File: config.mk
export PLATFORM = sky130hd
export DESIGN_NAME = escape_sequence_decoder_flat
export DESIGN_NICKNAME = d
export VERILOG_FILES = /design/src/sv/esd_pkg.sv /design/src/sv/esd_if.sv /design/src/sv/escape_sequence_decoder.sv /design/src/sv/esd_front.sv /design/src/sv/esd_queue.sv /design/src/sv/esd_back.sv /design/src/flat_wrapper.sv
export VERILOG_INCLUDE_DIRS = /design/src /design/src/sv
export SDC_FILE = /design/constraint.sdc
export NUM_CORES = 1
export LEC_CHECK = 0
export ABC_CLOCK_PERIOD_IN_PS = 5700
export BUFFER_PORTS_ARGS = -buffer_cell sky130_fd_sc_hd__buf_2
export CAP_MARGIN = 15
export CORE_ASPECT_RATIO = 1.75
export CORE_MARGIN = 3
export CORE_UTILIZATION = 45
export CTS_BUF_LIST = sky130_fd_sc_hd__clkbuf_4
export CTS_CLUSTER_DIAMETER = 80
export CTS_CLUSTER_SIZE = 16
export DETAILED_ROUTE_END_ITERATION = 10
export GPL_TIMING_DRIVEN = 0
export RECOVER_POWER = 100
export SLEW_MARGIN = 20
export SYNTH_ARGS = -nofsm -noshare
export SYNTH_HDL_FRONTEND = slang
export SYNTH_HIERARCHICAL = 1
export SYNTH_SLANG_ARGS = --single-unit
File: constraint.sdc
create_clock -name clk -period 5.7 [get_ports clk]
set_input_delay 0.855 -clock clk [delete_from_list [all_inputs] [get_ports clk]]
set_output_delay 0.855 -clock clk [all_outputs]
set_load 0.01 [all_outputs]
File: src/sv/assert_macros.svh
// Assertion macros for the top level, which checks its own logic.
`ifndef ASSERT_MACROS_SVH
`define ASSERT_MACROS_SVH

// Concurrent check on clk, switched off while rst_n is low.
`define ESD_ASSERT(label, prop, msg) \
  label: assert property (@(posedge clk) disable iff (!rst_n) (prop)) else $error(msg);

// Concurrent check of the form "antecedent implies consequent in the same cycle".
`define ESD_ASSERT_IMP(label, ante, cons, msg) \
  `ESD_ASSERT(label, (ante) |-> (cons), msg)

// Concurrent check of the form "antecedent implies consequent in the following cycle".
`define ESD_ASSERT_NEXT(label, ante, cons, msg) \
  `ESD_ASSERT(label, (ante) |=> (cons), msg)

`endif

File: src/sv/esd_pkg.sv
// Types, constants and helper functions of the escape sequence decoder.
package esd_pkg;

  // Width of a code point that can still be valid (up to 0x10FFFF).
  localparam int CODE_W = 21;
  // Width of one accumulation step before the range check (21 bits times 16 plus a digit).
  localparam int ACC_W  = CODE_W + 4;

  localparam logic [ACC_W-1:0] CODE_MAX = ACC_W'(24'h10FFFF);

  localparam logic [7:0] CH_ZERO = 8'h30;
  localparam logic [7:0] CH_X    = 8'h78;
  localparam logic [7:0] CH_U    = 8'h75;

  // Saturation point of the digit counter: only "at least one" and "at least four" matter.
  localparam logic [2:0] DIGITS_SAT  = 3'd4;
  localparam logic [2:0] DIGITS_HEX  = 3'd1;
  localparam logic [2:0] DIGITS_UNI  = 3'd4;

  typedef enum logic [2:0] {
    KIND_AWAIT,
    KIND_OCTAL,
    KIND_HEX,
    KIND_UNICODE,
    KIND_OTHER
  } kind_t;

  typedef enum logic [1:0] {
    JOB_BYTE,
    JOB_UTF8,
    JOB_ERROR
  } job_kind_t;

  // One decoded escape, handed from the front end to the output side.
  typedef struct packed {
    job_kind_t         kind;
    logic [CODE_W-1:0] value;
  } job_t;

  // Returns {known, byte} for a one-character escape body.
  function automatic logic [8:0] single_escape(logic [7:0] c);
    logic [8:0] r;
    unique case (c)
      8'h22:   r = {1'b1, 8'h22};
      8'h27:   r = {1'b1, 8'h27};
      8'h3F:   r = {1'b1, 8'h3F};
      8'h5C:   r = {1'b1, 8'h5C};
      8'h74:   r = {1'b1, 8'h09};
      8'h6E:   r = {1'b1, 8'h0A};
      8'h72:   r = {1'b1, 8'h0D};
      8'h62:   r = {1'b1, 8'h08};
      8'h66:   r = {1'b1, 8'h0C};
      8'h76:   r = {1'b1, 8'h0B};
      8'h61:   r = {1'b1, 8'h07};
      8'h65:   r = {1'b1, 8'h1B};
      default: r = {1'b0, 8'h00};
    endcase
    return r;
  endfunction

  // Returns {is_digit, value} for a character in octal or hexadecimal.
  function automatic logic [4:0] digit_of(logic [7:0] c, logic octal);
    logic [4:0] r;
    r = 5'd0;
    if (octal) begin
      if (c >= 8'h30 && c <= 8'h37) r = {1'b1, c[3:0]};
    end else if (c >= 8'h30 && c <= 8'h39) begin
      r = {1'b1, c[3:0]};
    end else if ((c >= 8'h41 && c <= 8'h46) || (c >= 8'h61 && c <= 8'h66)) begin
      r = {1'b1, 4'(c[2:0] + 3'd1) + 4'd8};
    end
    return r;
  endfunction

endpackage

File: src/sv/esd_if.sv
// Valid/ready channels of the escape sequence decoder: characters in, decoded bytes out.
interface esd_in_if;
  logic       valid;
  logic       ready;
  logic [7:0] char_in;
  logic       end_of_body;

  modport source (output valid, output char_in, output end_of_body, input ready);
  modport sink   (input valid, input char_in, input end_of_body, output ready);
endinterface

interface esd_out_if;
  logic       valid;
  logic       ready;
  logic [7:0] byte_out;
  logic       last_byte;
  logic       error;

  modport source (output valid, output byte_out, output last_byte, output error, input ready);
  modport sink   (input valid, input byte_out, input last_byte, input error, output ready);
endinterface

File: src/sv/escape_sequence_decoder.sv
// Top level of the escape sequence decoder: front end, job queue and output side.
//
// The decoder takes the characters that follow a backslash, one character per beat, with
// end_of_body set on the final character, and answers each body with one to four output
// beats: the decoded bytes (a single control or quote byte, the low byte of an octal or
// hexadecimal value, or the UTF-8 encoding of a unicode value), or a single beat with
// error set and byte_out zero. Nothing appears on the output until the final character of
// a body has been taken; last_byte marks the final beat of each body. Input beats are
// accepted at one per cycle, since each character costs only one shift-and-add of the
// digit value in the front end. Output beats leave at one per cycle while out_bus.ready
// is high, so a unicode body that encodes to four bytes occupies the output side for
// four beats; the job queue of QUEUE_DEPTH entries lets the front end keep accepting
// characters meanwhile, and input ready drops only while that queue is full. The output
// register holds each beat until it is taken, so out_bus.ready reaches only the read
// side of the queue and never the input ready. There are no configuration registers.

`include "assert_macros.svh"

module escape_sequence_decoder
  import esd_pkg::*;
#(
  parameter int QUEUE_DEPTH = 2
) (
  input  logic      clk,
  input  logic      rst_n,
  esd_in_if.sink    in_bus,
  esd_out_if.source out_bus
);

  logic                             push, pop, full, head_valid;
  job_t                             push_job, head_job;
  logic [$clog2(QUEUE_DEPTH+1)-1:0] level;

  // The front end classifies each body and hands over one job on its final character.
  esd_front u_front (
    .clk        (clk),
    .rst_n      (rst_n),
    .in_bus     (in_bus),
    .queue_full (full),
    .push       (push),
    .push_job   (push_job)
  );

  // Jobs wait here while the output side is still busy with earlier bytes.
  esd_queue #(
    .DEPTH (QUEUE_DEPTH)
  ) u_queue (
    .clk        (clk),
    .rst_n      (rst_n),
    .push       (push),
    .push_job   (push_job),
    .pop        (pop),
    .full       (full),
    .head_valid (head_valid),
    .head_job   (head_job),
    .level      (level)
  );

  // The output side turns each job into its beats.
  esd_back u_back (
    .clk        (clk),
    .rst_n      (rst_n),
    .head_valid (head_valid),
    .head_job   (head_job),
    .pop        (pop),
    .out_bus    (out_bus)
  );

  // The queue never holds more jobs than it has entries.
  `ESD_ASSERT(a_queue_level, level <= ($clog2(QUEUE_DEPTH+1))'(QUEUE_DEPTH), "queue overrun")

  // An error is always a single beat carrying a zero byte.
  `ESD_ASSERT_IMP(a_error_beat, out_bus.valid && out_bus.error,
                  out_bus.last_byte && out_bus.byte_out == 8'h00, "malformed error beat")

  // Once a multi-byte sequence has started, its next byte follows without a gap.
  `ESD_ASSERT_NEXT(a_sequence_unbroken,
                   out_bus.valid && out_bus.ready && !out_bus.last_byte,
                   out_bus.valid, "gap inside a multi-byte sequence")

endmodule

File: src/sv/esd_front.sv
// Front end: takes characters, tracks the escape kind and digit value, pushes one job per body.
module esd_front
  import esd_pkg::*;
(
  input  logic   clk,
  input  logic   rst_n,
  esd_in_if.sink in_bus,
  input  logic   queue_full,
  output logic   push,
  output job_t   push_job
);

  logic              first_r, first_nxt;
  kind_t             kind_r, kind_nxt;
  logic              open_r, open_nxt;
  logic [2:0]        count_r, count_nxt;
  logic [CODE_W-1:0] acc_r, acc_nxt;
  logic              ovf_r, ovf_nxt;

  logic              accept;
  logic [4:0]        dig;
  logic [ACC_W-1:0]  step;
  logic [8:0]        single;

  assign in_bus.ready = !queue_full;
  assign accept       = in_bus.valid && in_bus.ready;

  assign dig  = digit_of(in_bus.char_in, kind_r == KIND_OCTAL);
  assign step = (kind_r == KIND_OCTAL) ? {1'b0, acc_r, 3'b000} | ACC_W'(dig[3:0])
                                       : {acc_r, 4'b0000} | ACC_W'(dig[3:0]);

  // Next state of the body being decoded.
  always_comb begin
    kind_nxt  = kind_r;
    open_nxt  = open_r;
    count_nxt = count_r;
    acc_nxt   = acc_r;
    ovf_nxt   = ovf_r;
    if (first_r) begin
      priority if (in_bus.char_in == CH_ZERO) kind_nxt = KIND_OCTAL;
      else if (in_bus.char_in == CH_X)        kind_nxt = KIND_HEX;
      else if (in_bus.char_in == CH_U)        kind_nxt = KIND_UNICODE;
      else                                    kind_nxt = KIND_OTHER;
    end else if (open_r && (kind_r == KIND_OCTAL || kind_r == KIND_HEX ||
                            kind_r == KIND_UNICODE)) begin
      if (dig[4]) begin
        if (!ovf_r) begin
          acc_nxt = step[CODE_W-1:0];
          ovf_nxt = step > CODE_MAX;
        end
        if (count_r != DIGITS_SAT) count_nxt = count_r + 3'd1;
      end else begin
        open_nxt = 1'b0;
      end
    end
    first_nxt = 1'b0;
  end

  // Job for the final character of a body.
  always_comb begin
    single         = single_escape(in_bus.char_in);
    push           = accept && in_bus.end_of_body;
    push_job.kind  = JOB_ERROR;
    push_job.value = '0;
    if (first_r) begin
      if (single[8]) begin
        push_job.kind  = JOB_BYTE;
        push_job.value = CODE_W'(single[7:0]);
      end
    end else if ((kind_nxt == KIND_OCTAL || kind_nxt == KIND_HEX) &&
                 count_nxt >= DIGITS_HEX && !ovf_nxt) begin
      push_job.kind  = JOB_BYTE;
      push_job.value = acc_nxt;
    end else if (kind_nxt == KIND_UNICODE && count_nxt >= DIGITS_UNI && !ovf_nxt) begin
      push_job.kind  = JOB_UTF8;
      push_job.value = acc_nxt;
    end
  end

  always_ff @(posedge clk) begin
    if (!rst_n || (accept && in_bus.end_of_body)) begin
      first_r <= 1'b1;
      kind_r  <= KIND_AWAIT;
      open_r  <= 1'b1;
      count_r <= '0;
      acc_r   <= '0;
      ovf_r   <= 1'b0;
    end else if (accept) begin
      first_r <= first_nxt;
      kind_r  <= kind_nxt;
      open_r  <= open_nxt;
      count_r <= count_nxt;
      acc_r   <= acc_nxt;
      ovf_r   <= ovf_nxt;
    end
  end

endmodule

File: src/sv/esd_queue.sv
// Short job queue between the front end and the output side.
module esd_queue
  import esd_pkg::*;
#(
  parameter int DEPTH = 2
) (
  input  logic                       clk,
  input  logic                       rst_n,
  input  logic                       push,
  input  job_t                       push_job,
  input  logic                       pop,
  output logic                       full,
  output logic                       head_valid,
  output job_t                       head_job,
  output logic [$clog2(DEPTH+1)-1:0] level
);

  localparam int PTR_W = (DEPTH > 1) ? $clog2(DEPTH) : 1;
  localparam int CNT_W = $clog2(DEPTH + 1);

  job_t             mem_r [DEPTH];
  logic [PTR_W-1:0] wr_ptr_r, rd_ptr_r;
  logic [CNT_W-1:0] count_r;
  logic             do_push, do_pop;

  assign full       = count_r == CNT_W'(DEPTH);
  assign head_valid = count_r != '0;
  assign head_job   = mem_r[rd_ptr_r];
  assign level      = count_r;
  assign do_push    = push && !full;
  assign do_pop     = pop && head_valid;

  always_ff @(posedge clk) begin
    if (do_push) mem_r[wr_ptr_r] <= push_job;
  end

  always_ff @(posedge clk) begin
    if (!rst_n) begin
      wr_ptr_r <= '0;
      rd_ptr_r <= '0;
      count_r  <= '0;
    end else begin
      if (do_push) begin
        wr_ptr_r <= (wr_ptr_r == PTR_W'(DEPTH - 1)) ? '0 : wr_ptr_r + 1'b1;
      end
      if (do_pop) begin
        rd_ptr_r <= (rd_ptr_r == PTR_W'(DEPTH - 1)) ? '0 : rd_ptr_r + 1'b1;
      end
      if (do_push && !do_pop)      count_r <= count_r + 1'b1;
      else if (do_pop && !do_push) count_r <= count_r - 1'b1;
    end
  end

endmodule

File: src/sv/esd_back.sv
// Output side: expands each job into one to four beats held in an output register.
module esd_back
  import esd_pkg::*;
(
  input  logic       clk,
  input  logic       rst_n,
  input  logic       head_valid,
  input  job_t       head_job,
  output logic       pop,
  esd_out_if.source  out_bus
);

  logic       out_valid_r;
  logic [7:0] byte_r, byte_nxt;
  logic       last_r, last_nxt;
  logic       err_r;
  logic [1:0] idx_r;
  logic [1:0] nm1;
  logic       load;

  function automatic logic [7:0] utf8_byte(logic [CODE_W-1:0] v, logic [1:0] n_m1,
                                           logic [1:0] idx);
    logic [1:0]        grp;
    logic [CODE_W-1:0] sh;
    logic [7:0]        r;
    grp = n_m1 - idx;
    unique case (grp)
      2'd0:    sh = v;
      2'd1:    sh = v >> 6;
      2'd2:    sh = v >> 12;
      default: sh = v >> 18;
    endcase
    if (idx == 2'd0) begin
      unique case (n_m1)
        2'd0:    r = sh[7:0];
        2'd1:    r = 8'hC0 | sh[7:0];
        2'd2:    r = 8'hE0 | sh[7:0];
        default: r = 8'hF0 | sh[7:0];
      endcase
    end else begin
      r = {2'b10, sh[5:0]};
    end
    return r;
  endfunction

  // Number of beats in the head job, less one.
  always_comb begin
    nm1 = 2'd0;
    if (head_job.kind == JOB_UTF8) begin
      priority if (head_job.value < CODE_W'(21'h80))  nm1 = 2'd0;
      else if (head_job.value < CODE_W'(21'h800))     nm1 = 2'd1;
      else if (head_job.value < CODE_W'(21'h10000))   nm1 = 2'd2;
      else                                            nm1 = 2'd3;
    end
  end

  always_comb begin
    last_nxt = idx_r == nm1;
    unique case (head_job.kind)
      JOB_BYTE: byte_nxt = head_job.value[7:0];
      JOB_UTF8: byte_nxt = utf8_byte(head_job.value, nm1, idx_r);
      default:  byte_nxt = 8'h00;
    endcase
  end

  assign load = head_valid && (!out_valid_r || out_bus.ready);
  assign pop  = load && last_nxt;

  always_ff @(posedge clk) begin
    if (!rst_n) begin
      out_valid_r <= 1'b0;
      idx_r       <= '0;
    end else begin
      if (load)               out_valid_r <= 1'b1;
      else if (out_bus.ready) out_valid_r <= 1'b0;
      if (load) idx_r <= last_nxt ? 2'd0 : idx_r + 2'd1;
    end
  end

  always_ff @(posedge clk) begin
    if (load) begin
      byte_r <= byte_nxt;
      last_r <= last_nxt;
      err_r  <= head_job.kind == JOB_ERROR;
    end
  end

  assign out_bus.valid     = out_valid_r;
  assign out_bus.byte_out  = byte_r;
  assign out_bus.last_byte = last_r;
  assign out_bus.error     = err_r;

endmodule

File: src/flat_wrapper.sv
// flat-port wrapper written by rule: the top's interface ports become plain ports
module escape_sequence_decoder_flat import esd_pkg::*;
#(
  parameter int QUEUE_DEPTH = 2
)
  (clk, rst_n, in_bus_valid, in_bus_char_in, in_bus_end_of_body, in_bus_ready, out_bus_valid, out_bus_byte_out, out_bus_last_byte, out_bus_error, out_bus_ready);
  esd_in_if in_bus_i ();
  esd_out_if out_bus_i ();
  input  logic clk;
  input  logic rst_n;
  input wire logic [$bits(in_bus_i.valid)-1:0] in_bus_valid;
  input wire logic [$bits(in_bus_i.char_in)-1:0] in_bus_char_in;
  input wire logic [$bits(in_bus_i.end_of_body)-1:0] in_bus_end_of_body;
  output wire logic [$bits(in_bus_i.ready)-1:0] in_bus_ready;
  output wire logic [$bits(out_bus_i.valid)-1:0] out_bus_valid;
  output wire logic [$bits(out_bus_i.byte_out)-1:0] out_bus_byte_out;
  output wire logic [$bits(out_bus_i.last_byte)-1:0] out_bus_last_byte;
  output wire logic [$bits(out_bus_i.error)-1:0] out_bus_error;
  input wire logic [$bits(out_bus_i.ready)-1:0] out_bus_ready;
  assign in_bus_i.valid = in_bus_valid;
  assign in_bus_i.char_in = in_bus_char_in;
  assign in_bus_i.end_of_body = in_bus_end_of_body;
  assign in_bus_ready = in_bus_i.ready;
  assign out_bus_valid = out_bus_i.valid;
  assign out_bus_byte_out = out_bus_i.byte_out;
  assign out_bus_last_byte = out_bus_i.last_byte;
  assign out_bus_error = out_bus_i.error;
  assign out_bus_i.ready = out_bus_ready;
  escape_sequence_decoder #(.QUEUE_DEPTH(QUEUE_DEPTH)) u_core (.clk(clk), .rst_n(rst_n), .in_bus(in_bus_i), .out_bus(out_bus_i));
endmodule
== Word-level counts from Yosys, hierarchy flattened ==
Memory sizes are Yosys's and may differ from the RTL's. A register that Yosys moved wholly into a read port is not among the register bits.
Cells that the tools add are included.

* $add $sub $neg: 9
* Multiply operators: 0
* Divide/modulo/power cells: 0
* Magnitude comparators: 13
* Equality and inequality tests: 30
* Shifts and indexed selects: 0
* Mux-type cells: 45
* Bitwise operators: 4
* Reduce and logical (&&, ||, !) cells: 37

{| class="wikitable"
|+ Operator list
! kind !! count
|-
| $pmux W9 S12 || 1
|-
| $mux W23 || 4
|-
| $eq A8 B7 Y1 const B || 11
|-
| $mux W21 || 4
|-
| $pmux W8 S3 || 2
|-
| $eq A8 B6 Y1 const B || 4
|-
| $gt A25 B21 Y1 const B || 1
|-
| $mux W25 || 1
|-
| $or A25 B4 Y25 || 1
|-
| $mux W3 || 8
|-
| $or A24 B4 Y24 || 1
|-
| $lt A21 B12 Y1 const B || 1
|-
| $lt A21 B17 Y1 const B || 1
|-
| $lt A21 B8 Y1 const B || 1
|-
| $mux W5 || 4
|-
| $logic_and A1 B1 Y1 || 17
|-
| $ge A8 B7 Y1 const B || 2
|-
| $le A8 B6 Y1 const B || 2
|-
| $le A8 B7 Y1 const B || 2
|-
| $pmux W8 S2 || 1
|-
| $mux W1 || 13
|-
| $eq A3 B2 Y1 const B || 4
|-
| $mux W2 || 6
|-
| $eq A2 B2 Y1 const B || 4
|-
| other kinds (21) || 42
|}

* Bits in registers: 47
* Bits in latches: 0
* Bits in writable memories: 46
* Bits in read-only memories: 0
* Input bits: 13
* Output and inout bits: 12
* Word-level logic and storage cells: 153
* Memories kept: 1

{| class="wikitable"
|+ Memories
! memory !! depth !! width !! rd ports !! clocked after memory_dff !! wr ports !! line !! text
|-
| u_core.u_queue.mem_r || 2 || 23 || 1 || 1 || 1 || esd_queue.sv:21 || <nowiki>job_t mem_r [DEPTH];</nowiki>
|}

== Depth between registers and ports, before layout ==
* Depth after elaboration: 18
* Depth in mapped cells: 15
* Gate-level depth less buffers: 13

== Cells and area by module ==
The synthesis kept the hierarchy.

{| class="wikitable"
|+ By module, submodules not included
! module !! instances !! cells each !! area an instance (µm²) !! seq. area each (µm²)
|-
| esd_front || 1 || 304 || 2,537.4 || 600.6
|-
| esd_queue || 1 || 96 || 1,886.8 || 1,481.4
|-
| esd_back || 1 || 135 || 1,148.6 || 360.3
|}

== Least setup slack after synthesis ==
OpenSTA, ideal clock, no wires.

* Kind: register to register
* From: reg (tool-made name)
* To: reg u_core.u_queue.count_r[1], in the netlist u_core/u_queue/level[1]
* Setup time: 0.070 ns
* Arrival: 3.241 ns
* Data required time: 5.630 ns
* Path slack: 2.389 ns
* Cell stages (with the launch flop): 15
* Buffers on the path: 2
* Clock period less this slack: 3.311 ns
* Path through: dfxtp_1 -> buf_2 -> mux2_2 -> nor4_4 -> nand2_1 -> o21ai_0 -> nand2_1 -> ha_1 -> buf_2 -> o21ai_1 -> nor2_1 -> o21ai_1 -> ha_1 -> or3_1 -> a21boi_1

{| class="wikitable"
|+ RTL lines
! what !! line !! text
|-
| to (signal assigned) || esd_queue.sv:49 || <nowiki>if (do_push && !do_pop) count_r <= count_r + 1'b1;</nowiki>
|-
| to (signal assigned) || esd_queue.sv:50 || <nowiki>else if (do_pop && !do_push) count_r <= count_r - 1'b1;</nowiki>
|-
| to (decl) || esd_queue.sv:23 || <nowiki>logic [CNT_W-1:0] count_r;</nowiki>
|}

==> impl.org <==
** Status
- Outcome :: complete, no violations

** GRT
- The initial antenna violation count is 1.
- GRT Residual Overflow :: 0
- The first global-routing pass estimated 23100 um of wire.
- Across every metal layer, demand over resource in global routing totals 20.8%.
- Largest net degree at the start of global routing :: 24
- Vias in the first global route :: 4571

** Yosys
- Fraction of the yosys area taken by sequential cells :: 43.8%
- Yosys mapped a number of flops with a built-in enable equal to 56.
- Post-synthesis instance area :: 5570 sq um
- Synth Area in Compound Gates :: 21.2%
- Average footprint of a synthesized cell :: 10.4 sq um
- Synthesized-area fraction occupied by and/or/nand/nor cells :: 16.2%
- Counting distinct cell types in the post-synthesis netlist gives slightly above 80.
- The synthesized netlist devotes 1.10% of its cell area to XOR and XNOR gates.
- After synthesis, the cell types taking the most area are sky130_fd_sc_hd__edfxtp_1, sky130_fd_sc_hd__dfxtp_1, sky130_fd_sc_hd__mux2i_1.
- The Yosys step of the flow raised 6 warnings.
- The biggest area contributor in the post-synthesis netlist is sky130_fd_sc_hd__edfxtp_1.
- Adder-Cell Fraction of Synth Area :: 3.14%
- Among all flip-flop cells after synthesis, the most frequent one is sky130_fd_sc_hd__edfxtp_1.
- Synthesized instance count :: 535
- Of the post-synthesis cell area, the part taken by muxes is 9.59%.
- After synthesis, the largest family of logic cells by area is compound AO/OA/AOI/OAI gates.
- Total of flip-flops plus latches after synthesis :: 94
- Ys async rst share :: 0%
- Fraction of post-synthesis cell area in the top cell type by area :: 30.2%
- Synthesized Nets :: 562

** Layout
- Post-layout instance count excluding filler cells :: 741
- Final design area excluding fillers :: 5850 sq um
- Compared with the post-synthesis result, the final layout area differs by 5.01%.
- Fraction of final layout cells sized beyond drive strength 1 :: 13.6%
- Net count, final :: 597
- Counting the fill cells in the layout gives roughly 1.2k.
- Post-layout util :: 48.5%

** Clock network
- Gates resized during post-CTS repair numbered 0.
- The tree built by TritonCTS fans out to 94 sinks.
- Number of hold buffers added after cts :: 0
- After clock tree synthesis, the clock-pin slew on the worst setup and hold paths is 0.16 ns.
- Maximum clock insertion buffer count :: 2
- Clock H-tree levels :: 3
- The root buffer cell chosen for the clock tree is sky130_fd_sc_hd__clkbuf_4.
- TritonCTS built the clock tree.
- Clock tree synthesis inserted a total of 9 buffers.
- Worst-skew pair later-pin latency :: 0.44 ns
- The number of setup buffers added after CTS is 0.

** Drt
- Dividing the detail-routed via count by the number of cells gives 5.94.
- The count of nets left with antenna violations once routing finished came out at 0.
- The detailed router finished its first iteration with 209 violations.
- Routed WL :: 14300 um
- Wirelength per Cell :: between 15 and 20 um
- Count of TritonRoute iterations in the first routing pass :: 4
- Total via count in the routed design :: 4399
- After detailed routing, the number of remaining DRC violations is 0.

** Die
- The die covers 13800 sq um.
- Vertical extent of the die :: between 150 and 200 um
- For this configuration, the core starts out at a cell density of 46.2%.
- Pin placement for this block handled 25 I/O pins.
- Placeable core region :: about 12000 sq um
- Horizontal extent of the die :: 90.1 um
- The floorplan has 53 rows.

** Critical path
- The worst register-to-register path has a setup slack of between 1 and 1.5 ns.
- Required time of the worst setup path :: about 5.8 ns
- Maximum fanout along the worst path :: 10
- By startpoint and endpoint, the worst setup path is classified as primary input to register.
- Startpoint kind of the worst setup timing path :: primary input
- CP arrival :: approximately 4.8 ns
- Critical path destination :: u_core/u_queue/mem_r[0][16]$_DFFE_PP_
- Crit path capture type :: register
- Cell count of the worst reg-to-reg path :: 14
- Origin of the worst setup path :: in_bus_char_in[1]
- R2r endpoint :: u_core/u_queue/level[1]$_SDFFE_PN0P_

** Placed design
- At the end of routability-driven placement, the weighted congestion stood at ~0.93.
- Count of input and output buffers :: 23
- Placed Instance Area :: 5920 sq um
- Once placement completed, the tool counted placed cells totaling 724.
- Once detailed placement completed, the half-perimeter wirelength came to between 10000 and 15000 um.

** STA
- Total negative slack :: 0 ns
- Slew margin rel. :: 17.0%
- Final setup skew :: 0.0330 ns
- Setup repair after global routing left no endpoint under its margin.
- Final Hold Violating Endpoints :: 0
- Subtracting the final worst setup slack from the clock period gives 4.65 ns.
- For the pin with the worst max-slew slack, the measured transition is 1.24 ns.
- Setup violations remaining at the end of the flow were counted as 0.
- The final-report max-slew violation count came to 0.
- Timing would allow up to 215 MHz.
- After layout, the worst path uses 81.6% of the clock period.

** Power and ir drop
- Internal cell power :: 0.00117 W
- Cell Pwr Density :: 319 nW/um^2
- The worst-case IR drop observed on VDD is between 0.1 and 0.15 mV.
- Switching share of total power :: 37.4%
- Clock group share of total power :: 18.5%
- Sequential cells account for between 40% and 50% of the total power.
- The design draws 0.00186 W.
- Total net switching power :: 0.000698 W
- Relative contribution of combinational cells to total power :: 34.5%
- Pleak :: ~1.9 nW

** Hold path
- Worst Hold Class :: register to register

** Job
- Max-cap viol count :: 0
## worst min path at each step
stage,start,to,slack [ns],cells past startpoint
floorplan,u_core/u_front/open_r$_SDFFE_PP1P_,u_core/u_front/open_r$_SDFFE_PP1P_,0.46,2
global route,u_core/u_front/count_r[2]$_SDFFE_PP0P_,u_core/u_front/count_r[2]$_SDFFE_PP0P_,0.52,2
global placement,u_core/u_front/count_r[2]$_SDFFE_PP0P_,u_core/u_front/count_r[2]$_SDFFE_PP0P_,0.48,2
detailed placement,u_core/u_front/open_r$_SDFFE_PP1P_,u_core/u_front/open_r$_SDFFE_PP1P_,0.48,2
CTS,u_core/u_front/count_r[2]$_SDFFE_PP0P_,u_core/u_front/count_r[2]$_SDFFE_PP0P_,0.50,2
finish,u_core/u_front/open_r$_SDFFE_PP1P_,u_core/u_front/open_r$_SDFFE_PP1P_,0.50,2
## sequential cells by signal, summed over array words and instances (netlist names), 2 cells and up, named ones only
register                        flops
u_core/u_queue/mem_r               46
u_core/u_front/kind_r               3
u_core/u_front/acc_r               21
u_core/u_front/count_r              3
u_core/u_back/out_bus.byte_out      8
u_core/u_queue/level                2
u_core/u_back/idx_r                 2
## cells in the final DEF (no fill, tap or decap), drive strengths merged, types with 5 or more instances in the layout
master	Yosys	final
nand2b	5	5
buf	21	23
xnor2	5	5
a211oi	21	21
mux2	24	24
o21ai	29	29
nor3	8	8
a21o	7	7
o31ai	6	6
and2	6	6
mux2i	26	26
dfxtp	38	38
a21oi	19	19
inv	24	27
a2111oi	17	17
nand3	8	8
edfxtp	56	56
ha	14	14
clkbuf	10	41
a31oi	10	10
o32ai	6	6
nor2	56	56
nor2b	6	6
and3	5	5
nand2	39	39
a21boi	8	8
## routing by layer
metal  share of wire, %  GRT usage, %  vias to the layer above  wire (um)
li1                   -             -                     2102          -
met1                 37          21.1                     2128       5280
met2                 56          40.1                      130       7930
met3                2.8          2.46                       39        405
met4                4.7          11.8                        0        667
met5                  0             0                        -          0
## per-stage QoR
step	setup slack, ns	hold WS [ns]
floorplan	2.39	0.459
global placement	1.71	0.483
detailed placement	1.69	0.485
CTS	1.63	0.504
global route	0.670	0.521
finish	1.05	0.503
## worst max-delay path, stage by stage
cell and delay, ns:
sky130_fd_sc_hd__clkbuf_1 0.24, sky130_fd_sc_hd__inv_1 0.14, sky130_fd_sc_hd__ha_1 0.21, sky130_fd_sc_hd__nor3b_1 0.15, sky130_fd_sc_hd__or3_1 0.49, sky130_fd_sc_hd__a2111oi_0 0.71, sky130_fd_sc_hd__clkbuf_1 0.56, sky130_fd_sc_hd__clkbuf_1 0.50
sky130_fd_sc_hd__nor2_1 0.07, sky130_fd_sc_hd__a2111oi_0 0.83
## power groups by stage
| stage | Combinational [W] | Sequential, W | Clock (W) |
|---|---|---|---|
| floorplan | 0.000449 | 0.000905 | 0 |
| global placement | 0.000654 | 0.000888 | 0 |
| detailed placement | 0.000671 | 0.000891 | 0 |
| CTS | 0.000674 | 0.000875 | 0.000360 |
| global route | 0.000707 | 0.000885 | 0.000390 |
| finish | 0.000644 | 0.000875 | 0.000345 |
## area by class of cell
type	count	area, sq um	area share (%)
clock inverter	7	66.3	1.13
tap	165	206	3.53
multi-input combinational	386	2720	46.5
buffer	31	151	2.59
sequential	94	2440	41.7
antenna	1	2.50	0.0428
clock buffer	9	67.6	1.15
timing repair buffer	24	104	1.77
inverter	24	90.1	1.54
## cells by family after synthesis
family                     after synthesis
buffers and inverters                   55
and+or+nand+nor                        167
adders and majority gates               14
DFF                                     94
xor gates and xnor gates                 7
muxes                                   50
AOI/OAI and AO/OA                      148
## synthesized netlist by cell type (all sizes together) (14+ instances only)
master / n
a2111oi: 17
a211oi: 21
a21oi: 19
buf: 21
dfxtp: 38
edfxtp: 56
ha: 14
inv: 24
mux2: 24
mux2i: 26
nand2: 39
nor2: 56
o21ai: 29
(Power assumes the default switching activity.)
